--- config.mk ---
export PLATFORM = sky130hd
export DESIGN_NAME = timestamp_frame_decimator_core_flat
export DESIGN_NICKNAME = d
export VERILOG_FILES = /design/src/design/tfd_pkg.sv /design/src/design/tfd_ifs.sv /design/src/design/tfd_rem_unit.sv /design/src/design/timestamp_frame_decimator_core.sv /design/src/flat_wrapper.sv
export SDC_FILE = /design/constraint.sdc
export NUM_CORES = 1
export LEC_CHECK = 0
export BUFFER_PORTS_ARGS = -buffer_cell sky130_fd_sc_hd__buf_4
export CORE_MARGIN = 8
export CORE_UTILIZATION = 67
export CTS_CLUSTER_DIAMETER = 150
export DETAILED_ROUTE_END_ITERATION = 10
export GPL_TIMING_DRIVEN = 1
export HOLD_SLACK_MARGIN = 0.06
export PLACE_DENSITY = 0.86
export REMOVE_ABC_BUFFERS = 1
export SETUP_SLACK_MARGIN = 0.4
export SLEW_MARGIN = 10
export SYNTH_ARGS = -nofsm -noshare
export SYNTH_HDL_FRONTEND = slang
export SYNTH_SLANG_ARGS = --single-unit
--- constraint.sdc ---
create_clock -name clk -period 8.9 [get_ports clk]
set_clock_uncertainty 0.1 [all_clocks]
set_input_delay 1.78 -clock clk [delete_from_list [all_inputs] [get_ports clk]]
set_output_delay 1.78 -clock clk [all_outputs]
set_load 0.02 [all_outputs]
--- src/design/tfd_pkg.sv ---
`timescale 1ns / 1ps
// shared widths, reset values, verdict codes and types of the frame decimator
package tfd_pkg;

    localparam int STAMP_W = 63;
    localparam int TIME_W  = 64;
    localparam int IVL_W   = 30;
    localparam int CNT_W   = 32;
    localparam int STEP_W  = 6;

    localparam logic [IVL_W-1:0] INTERVAL_RESET = 30'd125000000;
    localparam logic [CNT_W-1:0] COUNT_MAX      = {CNT_W{1'b1}};

    localparam logic [1:0] VERDICT_UNTIMED = 2'd0;
    localparam logic [1:0] VERDICT_RESYNC  = 2'd1;
    localparam logic [1:0] VERDICT_DROP    = 2'd2;
    localparam logic [1:0] VERDICT_SCHED   = 2'd3;

    // request to the remainder unit
    typedef struct packed {
        logic               start;
        logic [STAMP_W-1:0] dividend;
        logic [IVL_W-1:0]   divisor;
    } rem_req_t;

    // status back from the remainder unit
    typedef struct packed {
        logic             busy;
        logic             done;
        logic [IVL_W-1:0] rem;
    } rem_stat_t;

endpackage

--- src/design/tfd_ifs.sv ---
`timescale 1ns / 1ps
// valid/ready channel interfaces of the frame decimator

interface tfd_frame_if;
    logic                         valid;
    logic                         ready;
    logic                         stamp_valid;
    logic [tfd_pkg::STAMP_W-1:0]  stamp;
    logic                         count_enable;

    modport source (output valid, output stamp_valid, output stamp, output count_enable,
                    input ready);
    modport sink   (input valid, input stamp_valid, input stamp, input count_enable,
                    output ready);
endinterface

interface tfd_result_if;
    logic                       valid;
    logic                       ready;
    logic                       admit;
    logic [1:0]                 verdict;
    logic [tfd_pkg::CNT_W-1:0]  admitted_total;
    logic [tfd_pkg::CNT_W-1:0]  dropped_total;

    modport source (output valid, output admit, output verdict, output admitted_total,
                    output dropped_total, input ready);
    modport sink   (input valid, input admit, input verdict, input admitted_total,
                    input dropped_total, output ready);
endinterface

interface tfd_cfg_if;
    logic                       valid;
    logic                       ready;
    logic [tfd_pkg::IVL_W-1:0]  data;

    modport source (output valid, output data, input ready);
    modport sink   (input valid, input data, output ready);
endinterface

--- src/design/tfd_rem_unit.sv ---
`timescale 1ns / 1ps
// bit-serial restoring remainder unit, one dividend bit per cycle
module tfd_rem_unit
(
    input  logic               clk,
    input  logic               rst_n,
    input  tfd_pkg::rem_req_t  req,
    output tfd_pkg::rem_stat_t stat
);

    localparam logic [tfd_pkg::STEP_W-1:0] LAST_STEP = tfd_pkg::STEP_W'(tfd_pkg::STAMP_W - 1);

    logic                          busy_reg;
    logic                          done_reg;
    logic [tfd_pkg::STEP_W-1:0]    step_reg;
    logic [tfd_pkg::STAMP_W-1:0]   shift_reg;
    logic [tfd_pkg::IVL_W-1:0]     rem_reg;
    logic [tfd_pkg::IVL_W-1:0]     divisor_reg;

    logic [tfd_pkg::IVL_W:0]       trial;
    logic [tfd_pkg::IVL_W:0]       diff;
    logic [tfd_pkg::IVL_W-1:0]     rem_step;

    // shift in the next bit, subtract when it fits
    always_comb
    begin
        trial = {rem_reg, shift_reg[tfd_pkg::STAMP_W-1]};
        diff  = trial - {1'b0, divisor_reg};
        if (trial >= {1'b0, divisor_reg})
        begin
            rem_step = diff[tfd_pkg::IVL_W-1:0];
        end
        else
        begin
            rem_step = trial[tfd_pkg::IVL_W-1:0];
        end
    end

    always_ff @(posedge clk or negedge rst_n)
    begin
        if (!rst_n)
        begin
            busy_reg <= 1'b0;
            done_reg <= 1'b0;
            step_reg <= '0;
        end
        else
        begin
            done_reg <= 1'b0;
            if (req.start)
            begin
                busy_reg <= 1'b1;
                step_reg <= LAST_STEP;
            end
            else if (busy_reg)
            begin
                if (step_reg == '0)
                begin
                    busy_reg <= 1'b0;
                    done_reg <= 1'b1;
                end
                else
                begin
                    step_reg <= step_reg - 1'b1;
                end
            end
        end
    end

    always_ff @(posedge clk)
    begin
        if (req.start)
        begin
            shift_reg   <= req.dividend;
            divisor_reg <= req.divisor;
            rem_reg     <= '0;
        end
        else if (busy_reg)
        begin
            shift_reg <= {shift_reg[tfd_pkg::STAMP_W-2:0], 1'b0};
            rem_reg   <= rem_step;
        end
    end

    assign stat.busy = busy_reg;
    assign stat.done = done_reg;
    assign stat.rem  = rem_reg;

endmodule

--- src/design/timestamp_frame_decimator_core.sv ---
`timescale 1ns / 1ps
// top level of the timestamp frame decimator
//
// Each request on frame is one video frame with an optional 63-bit timestamp in ns;
// each request on result gives admit, verdict and the saturating admitted and dropped
// totals after that frame. Frames are taken one at a time: an untimed, resync or early
// frame passes S_CLASS and S_FIN, while a scheduled frame first waits in S_DIV for the
// 63-step bit-serial remainder unit that finds (stamp - due) mod interval one dividend
// bit per cycle. The new due time is then stamp + interval - remainder.
// A result waiting in the output register does not keep the next frame from being
// accepted. cfg writes frame_interval (0 acts as 1 ns) and is always ready; a new
// interval is used from the next due-time update on.
module timestamp_frame_decimator_core
(
    input  logic          clk,
    input  logic          rst_n,
    tfd_frame_if.sink     frame,
    tfd_result_if.source  result,
    tfd_cfg_if.sink       cfg
);

    // sequencer states
    localparam logic [1:0] S_IDLE  = 2'd0;
    localparam logic [1:0] S_CLASS = 2'd1;
    localparam logic [1:0] S_DIV   = 2'd2;
    localparam logic [1:0] S_FIN   = 2'd3;

    logic [1:0]                    state_reg, state_next;
    logic [tfd_pkg::IVL_W-1:0]     interval_reg;

    // latched frame
    logic                          sv_reg;
    logic [tfd_pkg::STAMP_W-1:0]   stamp_reg;
    logic                          cnt_en_reg;

    // decimator state
    logic [tfd_pkg::TIME_W-1:0]    due_reg, due_next;
    logic                          due_known_reg, due_known_next;
    logic [tfd_pkg::TIME_W-1:0]    prev_reg, prev_next;
    logic                          prev_known_reg, prev_known_next;
    logic [tfd_pkg::CNT_W-1:0]     admit_cnt_reg, admit_cnt_next;
    logic [tfd_pkg::CNT_W-1:0]     drop_cnt_reg, drop_cnt_next;
    logic [1:0]                    verdict_reg, verdict_next;

    // output register
    logic                          out_valid_reg, out_valid_next;
    logic                          out_admit_reg;
    logic [1:0]                    out_verdict_reg;
    logic [tfd_pkg::CNT_W-1:0]     out_admitted_reg;
    logic [tfd_pkg::CNT_W-1:0]     out_dropped_reg;
    logic                          out_load;

    logic [tfd_pkg::IVL_W-1:0]     ivl;
    logic [tfd_pkg::TIME_W-1:0]    stamp_ext;
    logic [tfd_pkg::TIME_W-1:0]    diff_full;
    logic [tfd_pkg::IVL_W-1:0]     ivl_minus_rem;
    logic                          is_admit;

    tfd_pkg::rem_req_t             rem_req;
    tfd_pkg::rem_stat_t            rem_stat;

    tfd_rem_unit u_rem
    (
        .clk   (clk),
        .rst_n (rst_n),
        .req   (rem_req),
        .stat  (rem_stat)
    );

    // zero interval lies outside the range and acts as 1 ns
    assign ivl = (interval_reg == '0) ? tfd_pkg::IVL_W'(1) : interval_reg;

    assign stamp_ext     = {1'b0, stamp_reg};
    assign diff_full     = stamp_ext - due_reg;
    assign ivl_minus_rem = ivl - rem_stat.rem;
    assign is_admit      = (verdict_reg != tfd_pkg::VERDICT_DROP);

    assign frame.ready = (state_reg == S_IDLE);
    assign cfg.ready   = 1'b1;

    // output slot is free when empty or being taken this cycle
    assign out_load = (state_reg == S_FIN) && (!out_valid_reg || result.ready);

    always_comb
    begin
        state_next      = state_reg;
        due_next        = due_reg;
        due_known_next  = due_known_reg;
        prev_next       = prev_reg;
        prev_known_next = prev_known_reg;
        admit_cnt_next  = admit_cnt_reg;
        drop_cnt_next   = drop_cnt_reg;
        verdict_next    = verdict_reg;
        out_valid_next  = out_valid_reg;

        rem_req.start    = 1'b0;
        rem_req.dividend = diff_full[tfd_pkg::STAMP_W-1:0];
        rem_req.divisor  = ivl;

        if (out_valid_reg && result.ready)
        begin
            out_valid_next = 1'b0;
        end

        unique case (state_reg)
            S_IDLE:
            begin
                if (frame.valid)
                begin
                    state_next = S_CLASS;
                end
            end
            S_CLASS:
            begin
                state_next = S_FIN;
                if (!sv_reg)
                begin
                    verdict_next = tfd_pkg::VERDICT_UNTIMED;
                end
                else if (!due_known_reg || (prev_known_reg && (stamp_ext < prev_reg)))
                begin
                    // first timed frame or stamp went backwards
                    prev_next       = stamp_ext;
                    prev_known_next = 1'b1;
                    due_next        = stamp_ext + tfd_pkg::TIME_W'(ivl);
                    due_known_next  = 1'b1;
                    verdict_next    = tfd_pkg::VERDICT_RESYNC;
                end
                else
                begin
                    prev_next       = stamp_ext;
                    prev_known_next = 1'b1;
                    if (stamp_ext < due_reg)
                    begin
                        verdict_next = tfd_pkg::VERDICT_DROP;
                    end
                    else
                    begin
                        // due moves by whole intervals past the stamp
                        verdict_next  = tfd_pkg::VERDICT_SCHED;
                        rem_req.start = 1'b1;
                        state_next    = S_DIV;
                    end
                end
            end
            S_DIV:
            begin
                if (rem_stat.done)
                begin
                    due_next   = stamp_ext + tfd_pkg::TIME_W'(ivl_minus_rem);
                    state_next = S_FIN;
                end
            end
            S_FIN:
            begin
                if (out_load)
                begin
                    if (cnt_en_reg)
                    begin
                        if (is_admit)
                        begin
                            if (admit_cnt_reg != tfd_pkg::COUNT_MAX)
                            begin
                                admit_cnt_next = admit_cnt_reg + 1'b1;
                            end
                        end
                        else if (drop_cnt_reg != tfd_pkg::COUNT_MAX)
                        begin
                            drop_cnt_next = drop_cnt_reg + 1'b1;
                        end
                    end
                    out_valid_next = 1'b1;
                    state_next     = S_IDLE;
                end
            end
            default:
            begin
                state_next = S_IDLE;
            end
        endcase
    end

    always_ff @(posedge clk or negedge rst_n)
    begin
        if (!rst_n)
        begin
            state_reg      <= S_IDLE;
            interval_reg   <= tfd_pkg::INTERVAL_RESET;
            due_reg        <= '0;
            due_known_reg  <= 1'b0;
            prev_reg       <= '0;
            prev_known_reg <= 1'b0;
            admit_cnt_reg  <= '0;
            drop_cnt_reg   <= '0;
            out_valid_reg  <= 1'b0;
        end
        else
        begin
            state_reg      <= state_next;
            due_reg        <= due_next;
            due_known_reg  <= due_known_next;
            prev_reg       <= prev_next;
            prev_known_reg <= prev_known_next;
            admit_cnt_reg  <= admit_cnt_next;
            drop_cnt_reg   <= drop_cnt_next;
            out_valid_reg  <= out_valid_next;
            if (cfg.valid)
            begin
                interval_reg <= cfg.data;
            end
        end
    end

    // payload registers
    always_ff @(posedge clk)
    begin
        verdict_reg <= verdict_next;
        if (frame.valid && frame.ready)
        begin
            sv_reg     <= frame.stamp_valid;
            stamp_reg  <= frame.stamp;
            cnt_en_reg <= frame.count_enable;
        end
        if (out_load)
        begin
            out_admit_reg    <= is_admit;
            out_verdict_reg  <= verdict_reg;
            out_admitted_reg <= admit_cnt_next;
            out_dropped_reg  <= drop_cnt_next;
        end
    end

    assign result.valid          = out_valid_reg;
    assign result.admit          = out_admit_reg;
    assign result.verdict        = out_verdict_reg;
    assign result.admitted_total = out_admitted_reg;
    assign result.dropped_total  = out_dropped_reg;

endmodule

--- src/flat_wrapper.sv ---
// flat-port wrapper written by rule: the top's interface ports become plain ports
module timestamp_frame_decimator_core_flat 
  (clk, rst_n, frame_valid, frame_stamp_valid, frame_stamp, frame_count_enable, frame_ready, result_valid, result_admit, result_verdict, result_admitted_total, result_dropped_total, result_ready, cfg_valid, cfg_data, cfg_ready);
  tfd_frame_if frame_i ();
  tfd_result_if result_i ();
  tfd_cfg_if cfg_i ();
  input  logic clk;
  input  logic rst_n;
  input wire logic [$bits(frame_i.valid)-1:0] frame_valid;
  input wire logic [$bits(frame_i.stamp_valid)-1:0] frame_stamp_valid;
  input wire logic [$bits(frame_i.stamp)-1:0] frame_stamp;
  input wire logic [$bits(frame_i.count_enable)-1:0] frame_count_enable;
  output wire logic [$bits(frame_i.ready)-1:0] frame_ready;
  output wire logic [$bits(result_i.valid)-1:0] result_valid;
  output wire logic [$bits(result_i.admit)-1:0] result_admit;
  output wire logic [$bits(result_i.verdict)-1:0] result_verdict;
  output wire logic [$bits(result_i.admitted_total)-1:0] result_admitted_total;
  output wire logic [$bits(result_i.dropped_total)-1:0] result_dropped_total;
  input wire logic [$bits(result_i.ready)-1:0] result_ready;
  input wire logic [$bits(cfg_i.valid)-1:0] cfg_valid;
  input wire logic [$bits(cfg_i.data)-1:0] cfg_data;
  output wire logic [$bits(cfg_i.ready)-1:0] cfg_ready;
  assign frame_i.valid = frame_valid;
  assign frame_i.stamp_valid = frame_stamp_valid;
  assign frame_i.stamp = frame_stamp;
  assign frame_i.count_enable = frame_count_enable;
  assign frame_ready = frame_i.ready;
  assign result_valid = result_i.valid;
  assign result_admit = result_i.admit;
  assign result_verdict = result_i.verdict;
  assign result_admitted_total = result_i.admitted_total;
  assign result_dropped_total = result_i.dropped_total;
  assign result_i.ready = result_ready;
  assign cfg_i.valid = cfg_valid;
  assign cfg_i.data = cfg_data;
  assign cfg_ready = cfg_i.ready;
  timestamp_frame_decimator_core u_core (.clk(clk), .rst_n(rst_n), .frame(frame_i), .result(result_i), .cfg(cfg_i));
endmodule
### Yosys cells after proc, flatten, opt, wreduce, memory -nomap -nowiden

Cells that the tools add are included.

| storage, ports and cells | value |
|---|---|
| register bits | 491 |
| input port bits | 100 |
| output and inout port bits | 70 |
| logic and storage cells | 110 |

| cells by class | value |
|---|---|
| add/sub/neg operators | 8 |
| order comparisons | 3 |
| equality and inequality tests | 12 |
| muxes and demuxes | 43 |
| bitwise logic cells | 1 |
| reduce and logical (&&, ||, !) cells | 19 |

Operators with widths:

| operator | number |
|---|---|
| $mux W32 | 10 |
| $mux W64 | 3 |
| $add A63 B30 Y64 | 2 |
| $pmux W64 S2 | 1 |
| $mux W63 | 2 |
| $add A32 B1 Y32 const B | 2 |
| $lt A63 B64 Y1 | 1 |
| $ne A32 B32 Y1 const B | 2 |
| $lt A63 B63 Y1 | 1 |
| $sub A63 B63 Y63 | 1 |
| $mux W30 | 2 |
| $sub A30 B30 Y30 | 2 |
| $ge A31 B30 Y1 | 1 |
| $logic_not A30 Y1 | 1 |
| $mux W6 | 3 |
| $mux W1 | 16 |
| $mux W2 | 5 |
| $ne A2 B1 Y1 const B | 4 |
| $pmux W2 S4 | 1 |
| $logic_not A6 Y1 | 1 |
| $ne A2 B2 Y1 const B | 3 |
| $reduce_and A3 Y1 | 2 |
| $sub A6 B1 Y6 const B | 1 |
| $eq A2 B2 Y1 const B | 2 |
| other kinds (10) | 17 |

### Depth between registers and ports, before layout

| depth | value |
|---|---|
| depth after elaboration | 8 |
| mapped depth | 29 |
| gate-level depth less buffers | 28 |

### By module

A second synthesis with hierarchy kept.

| unflattened totals | value |
|---|---|
| cell total of the unflattened synthesis | 2781 |
| area, all modules | 29355.7 um^2 |

Modules (own cells, without submodules):

| module | times used | cells each | area an instance (um^2) | sequential area each (um^2) |
|---|---|---|---|---|
| timestamp_frame_decimator_core | 1 | 2166 | 22345.2 | 9695.5 |
| tfd_rem_unit | 1 | 615 | 7010.5 | 3593.4 |

### Worst setup path after synthesis

No wires, ideal clock.

| timing | value |
|---|---|
| kind | input-to-reg |
| start point | input result_ready |
| end point | register u_core.out_dropped_reg, in the netlist u_core.result.dropped_total[27] (data pin) |
| setup time | 0.263 ns |
| data arrival time | 5.327 ns |
| data required time | 8.537 ns |
| slack | 3.210 ns |
| cell stages on the path | 10 |
| path buffers | 0 |
| cell sequence | nand2b_1 and2_1 nand3_1 a31oi_1 nand4_1 nor4_2 nand3_1 nor2_1 nand4_1 xnor2_1 |

| on the way | value |
|---|---|
| cells in the longest elaborated chain, start to end | 4 |

Ends and longest elaborated chain:

| element | RTL line | text |
|---|---|---|
| start: declaration | flat_wrapper.sv:19 | `input wire logic [$bits(result_i.ready)-1:0] result_ready;` |
| $logic_or A1 B1 Y1 | timestamp_frame_decimator_core.sv:82 | `assign out_load = (state_reg == S_FIN) && (!out_valid_reg \|\| result.ready);` |
| $logic_and A1 B1 Y1 | timestamp_frame_decimator_core.sv:82 |  |
| via u_core.out_load | timestamp_frame_decimator_core.sv:51 | `logic out_load;` |
| $mux W32 | timestamp_frame_decimator_core.sv:156 | `if (out_load)` |
| $mux W32 | timestamp_frame_decimator_core.sv:105 | `unique case (state_reg)` |
| via u_core.drop_cnt_next (one bit) | timestamp_frame_decimator_core.sv:42 | `logic [tfd_pkg::CNT_W-1:0] drop_cnt_reg, drop_cnt_next;` |
| end signal: assignment | timestamp_frame_decimator_core.sv:229 | `out_dropped_reg <= drop_cnt_next;` |
| end: declaration | timestamp_frame_decimator_core.sv:50 | `logic [tfd_pkg::CNT_W-1:0] out_dropped_reg;` |

The timed path passes the listed nets, and every way through them passes these cells.
A chain may end at the register's enable or synchronous reset.

### Worst setup path in the final report

| timing | value |
|---|---|
| start point | register u_core.interval_reg[23] in the netlist's numbering |
| end point | register u_core.due_reg[33] in the netlist's numbering |

| on the way | value |
|---|---|
| cells in the longest elaborated chain, start to end | 6 |
| elaborated cells between the ends (all ways) | 9 |
| classes of those cells | add/sub: 3; mux: 5; reduce/logical: 1 |

Ends and longest elaborated chain:

| element | RTL line | text |
|---|---|---|
| start: declaration | timestamp_frame_decimator_core.sv:29 | `logic [tfd_pkg::IVL_W-1:0] interval_reg;` |
| start signal: assignment | timestamp_frame_decimator_core.sv:188 | `interval_reg <= tfd_pkg::INTERVAL_RESET;` |
| start signal: assignment | timestamp_frame_decimator_core.sv:209 | `interval_reg <= cfg.data;` |
| $logic_not A30 Y1 * | timestamp_frame_decimator_core.sv:71 | `assign ivl = (interval_reg == '0) ? tfd_pkg::IVL_W'(1) : interval_reg;` |
| $mux W30 * | timestamp_frame_decimator_core.sv:71 |  |
| via u_core.ivl (one bit) | timestamp_frame_decimator_core.sv:53 | `logic [tfd_pkg::IVL_W-1:0] ivl;` |
| $sub A30 B30 Y30 / $add A63 B30 Y64 (equally long branches) | timestamp_frame_decimator_core.sv:75, timestamp_frame_decimator_core.sv:125 |  |
| $add A63 B30 Y64 / $mux W64 (equally long branches) | timestamp_frame_decimator_core.sv:150, timestamp_frame_decimator_core.sv:120 |  |
| $mux W64, on equally long branches | timestamp_frame_decimator_core.sv:148, timestamp_frame_decimator_core.sv:116 |  |
| $pmux W64 S2 * | timestamp_frame_decimator_core.sv:105 |  |
| end signal: assignment | timestamp_frame_decimator_core.sv:200 | `due_reg <= due_next;` |
| end: declaration | timestamp_frame_decimator_core.sv:37 | `logic [tfd_pkg::TIME_W-1:0] due_reg, due_next;` |

Mark *: on every way through the listed nets, which the timed path passes. The rest lies on a longest branch. The select of a mux whose other input is x is not followed.

==> impl_metrics.csv <==
group,metric,value,unit
yosys,synth_area_leaders,"edfxtp_1 23%, dfrtp_1 19%, ha_1 9.5%",
place,io_buffers,168,
worst_setup_path,cpMostUsedCell,"a21oi_1",
routing,via_per_inst,6.132,
timing,setup_viol,0,
finish,area_growth,11.55,%
global_routing,grt_overflow_total,0,
floorplan,floorplan.rows,77,
yosys,synth-seq-area-share,44.80,%
finish,nets,3297,
place,dp.cells,3506,
worst_hold_path,hold_class,"reg -> reg",
global_routing,grt_max_degree,120,
routing,postRouteAntennaNets,0,
routing,drt_first_iter_violations,1830,
yosys,syn_inst,2849,
worst_setup_path,slowest_stage,"o41a_1",
yosys,syn-cell-area,29660,µm²
clock_tree,clock_latency,0.62,ns
power,power_switching,1.293,mW
global_routing,grt_usage,28.16,%
timing,fmax,144.7,MHz
place,dpl.hpwl,53130,µm
yosys,yosys.area.top_type,"edfxtp_1",
floorplan,initial_core_util,67.52,%
finish,final_cell_mix,"245 x inv_1, 227 x edfxtp_1, 225 x ha_1",
worst_setup_path,crit_buf_inv,2,
worst_setup_path,path_max_fanout,17,
timing,worst_pin_slew,1.269,ns
timing,maxSlewViolCount,0,
power,vdd_drop_max,0.1604,mV
routing,firstDrtPassIters,6,
global_routing,grt_antenna_before_repair,1,
clock_tree,numClockSinks,491,
floorplan,die-area,51260,µm²
finish,nFillCells,2973,
power,power.density,159.6,nW/µm²
finish,final_cell_area,33090,µm²
timing,finalWorstSetupSlack,1.988,ns
timing,slew_headroom,15.16,%
power,p_comb_share,10.6,%
floorplan,io-pin-count,170,
yosys,synth_cell_type_count,88,
clock_tree,numCtsBuffers,52,
finish,largest_reg_flops,64,
routing,wirelength,73150,µm
power,p_leak,13.69,nW
power,power,5.280,mW
clock_tree,cts_buffer_depth,3,
place,place_area,31250,µm²
floorplan,die_h,226.4,µm
yosys,synth_top_area_share,22.98,%
worst_setup_path,end_kind,"register",
routing,vias,22100,
finish,antenna_cells,0,
worst_setup_path,cp.required,9.25,ns
power,p_clk_share,43.9,%
global_routing,grt_pass1_vias,22210,
run_status,outcome,"completed",
timing,post-route-min-period,6.912,ns
routing,wl_met2,34190,µm
routing,met3_length,4906,µm
worst_setup_path,start_kind,"register",
timing,hold_viol,0,
worst_setup_path,path_delay_family,"compound AO/OA/AOI/OAI gates",
yosys,async_flop_share,47.66,%
timing,fin_crit_sh,77.67,%
yosys,ys_ff_latch,491,
worst_setup_path,critical_path_class,"reg -> reg",
finish,stdcell_count,3604,
place,place_ws,2.127,ns
yosys,synthFlopType,"edfxtp_1",
clock_tree,post_cts_buffers,0,
finish,drive_gt1_share,14.84,%
floorplan,core_area,43930,µm²
finish,final_common_cell,"inv_1",
clock_tree,cts_resized,0,
routing,drt-met1-wl,31480,µm
floorplan,die_width,226.4,µm
clock_tree,htree_levels,2,
run,cap_violations,0,
worst_setup_path,slowest_delay,0.93,ns
timing,fin_setup_tns,0,ns
yosys,yosysWarnings,0,
power,p_seq_share,45.5,%
place,place_congestion,0.9284,
clock_tree,clk_pin_slew,0.06,ns
yosys,synth-edff-count,227,
routing,wire_per_inst,20.30,µm
clock_tree,root_buffer,"clkbuf_16",
yosys,avgSynthCellArea,10.41,µm²
routing,top_layer_used,"met5",
power,p_int,3.987,mW
clock_tree,cts.hold.buffers_added,0,
global_routing,grt_pass1_wl,116200,µm
timing,rsz0062_at_grt,"false",
routing,drc,0,
worst_setup_path,crit_arrival,7.26,ns
power,swShare,24.48,%
clock_tree,cts_tree,"yes",
==> worst reg2reg max path, cell delays in order (launching register included) <==
cell and delay (ns):
dfrtp_1 0.41, nor4_1 0.47, nand4_1 0.22, o21bai_1 0.30
inv_1 0.08, ha_1 0.20, inv_1 0.07, fa_1 0.19
and3_1 0.19, o211ai_1 0.14, a21oi_1 0.29, o21bai_1 0.16
a31oi_1 0.29, o41ai_1 0.19, o31ai_1 0.41, xor2_1 0.11
mux2_2 0.29, ha_1 0.37, a21o_1 0.21, a21o_1 0.18
a21oi_1 0.23, o31ai_1 0.11, a21oi_1 0.15, o41a_1 0.93
nor3b_1 0.17, xnor2_1 0.21, mux2i_1 0.10
==> synth_stat cells (all sizes together), types with 30 or more instances <==
| library cell | count |
|---|---|
| inv | 246 |
| edfxtp | 227 |
| ha | 225 |
| dfrtp | 221 |
| a21oi | 213 |
| nor2 | 176 |
| mux2 | 175 |
| xnor2 | 166 |
| nand2 | 163 |
| o21ai | 104 |
| a21o | 98 |
| clkbuf | 79 |
| xor2 | 70 |
| mux2i | 62 |
| nand4 | 62 |
| nand3 | 61 |
| nor3 | 43 |
| buf | 38 |
| a211oi | 35 |
| dfxtp | 30 |
==> power by group through the flow <==
| stage | Combinational, mW | Sequential (mW) | Clock, mW |
|---|---|---|---|
| floorplan | 0.365 | 2.44 | 0 |
| global placement | 0.527 | 2.45 | 0 |
| detailed placement | 0.539 | 2.45 | 0 |
| CTS | 0.545 | 2.40 | 2.35 |
| global route | 0.604 | 2.40 | 2.44 |
| finish | 0.557 | 2.40 | 2.32 |
==> metal layers <==
layer  global-route usage (%)  vias to the layer above
met5                        0                        -
met4                    10.14                        2
met3                    4.759                      157
met2                    46.43                      755
met1                    37.32                    10740
li1                         -                    10450
==> stage by stage <==
stage | util, % | hold slack, ns
6_report | 75.32 | 0.3490
5_1_grt | 75.32 | 0.3774
4_1_cts | 75.32 | 0.3552
3_5_place_dp | 71.13 | 0.3353
3_3_place_gp | 71.13 | 0.3268
2_1_floorplan | - | 0.3168
==> worst paths after layout <==
check                                            to               startpoint  cells after the start  slack [ns]
hold / removal             u_core.result.verdict[0]    u_core.verdict_reg[0]                      0        0.35
max in group asynchronous     u_core.u_rem.busy_reg                    rst_n                      2        5.99
hold reg to reg            u_core.result.verdict[0]    u_core.verdict_reg[0]                      0        0.35
setup / recovery                 u_core.due_reg[33]  u_core.interval_reg[23]                     26        1.99
min in group asynchronous    u_core.interval_reg[2]                    rst_n                      1        1.18
setup reg to reg                 u_core.due_reg[33]  u_core.interval_reg[23]                     26        1.99
==> final cells by class <==
| type | count | area, µm² | share of cell area, % |
|---|---|---|---|
| multi-input cells | 1994 | 14920 | 45.08 |
| flip-flops and latches | 491 | 13290 | 40.16 |
| clock buffers | 68 | 1423 | 4.299 |
| repair buffers | 182 | 1374 | 4.152 |
| inverters | 247 | 929.6 | 2.810 |
| well taps | 592 | 740.7 | 2.239 |
| clock inverters | 30 | 416.7 | 1.259 |
==> cell families after synthesis <==
logic type,count (synthesis),synth area share (%)
mux,237,8.735
flops,491,44.80
simple gates,678,11.40
fa+ha+maj,229,9.760
xor+xnor,236,6.968
other cells,1,0.01264
compound gates,613,13.33
buf+inv,364,4.994
(Power assumes the default switching activity.)
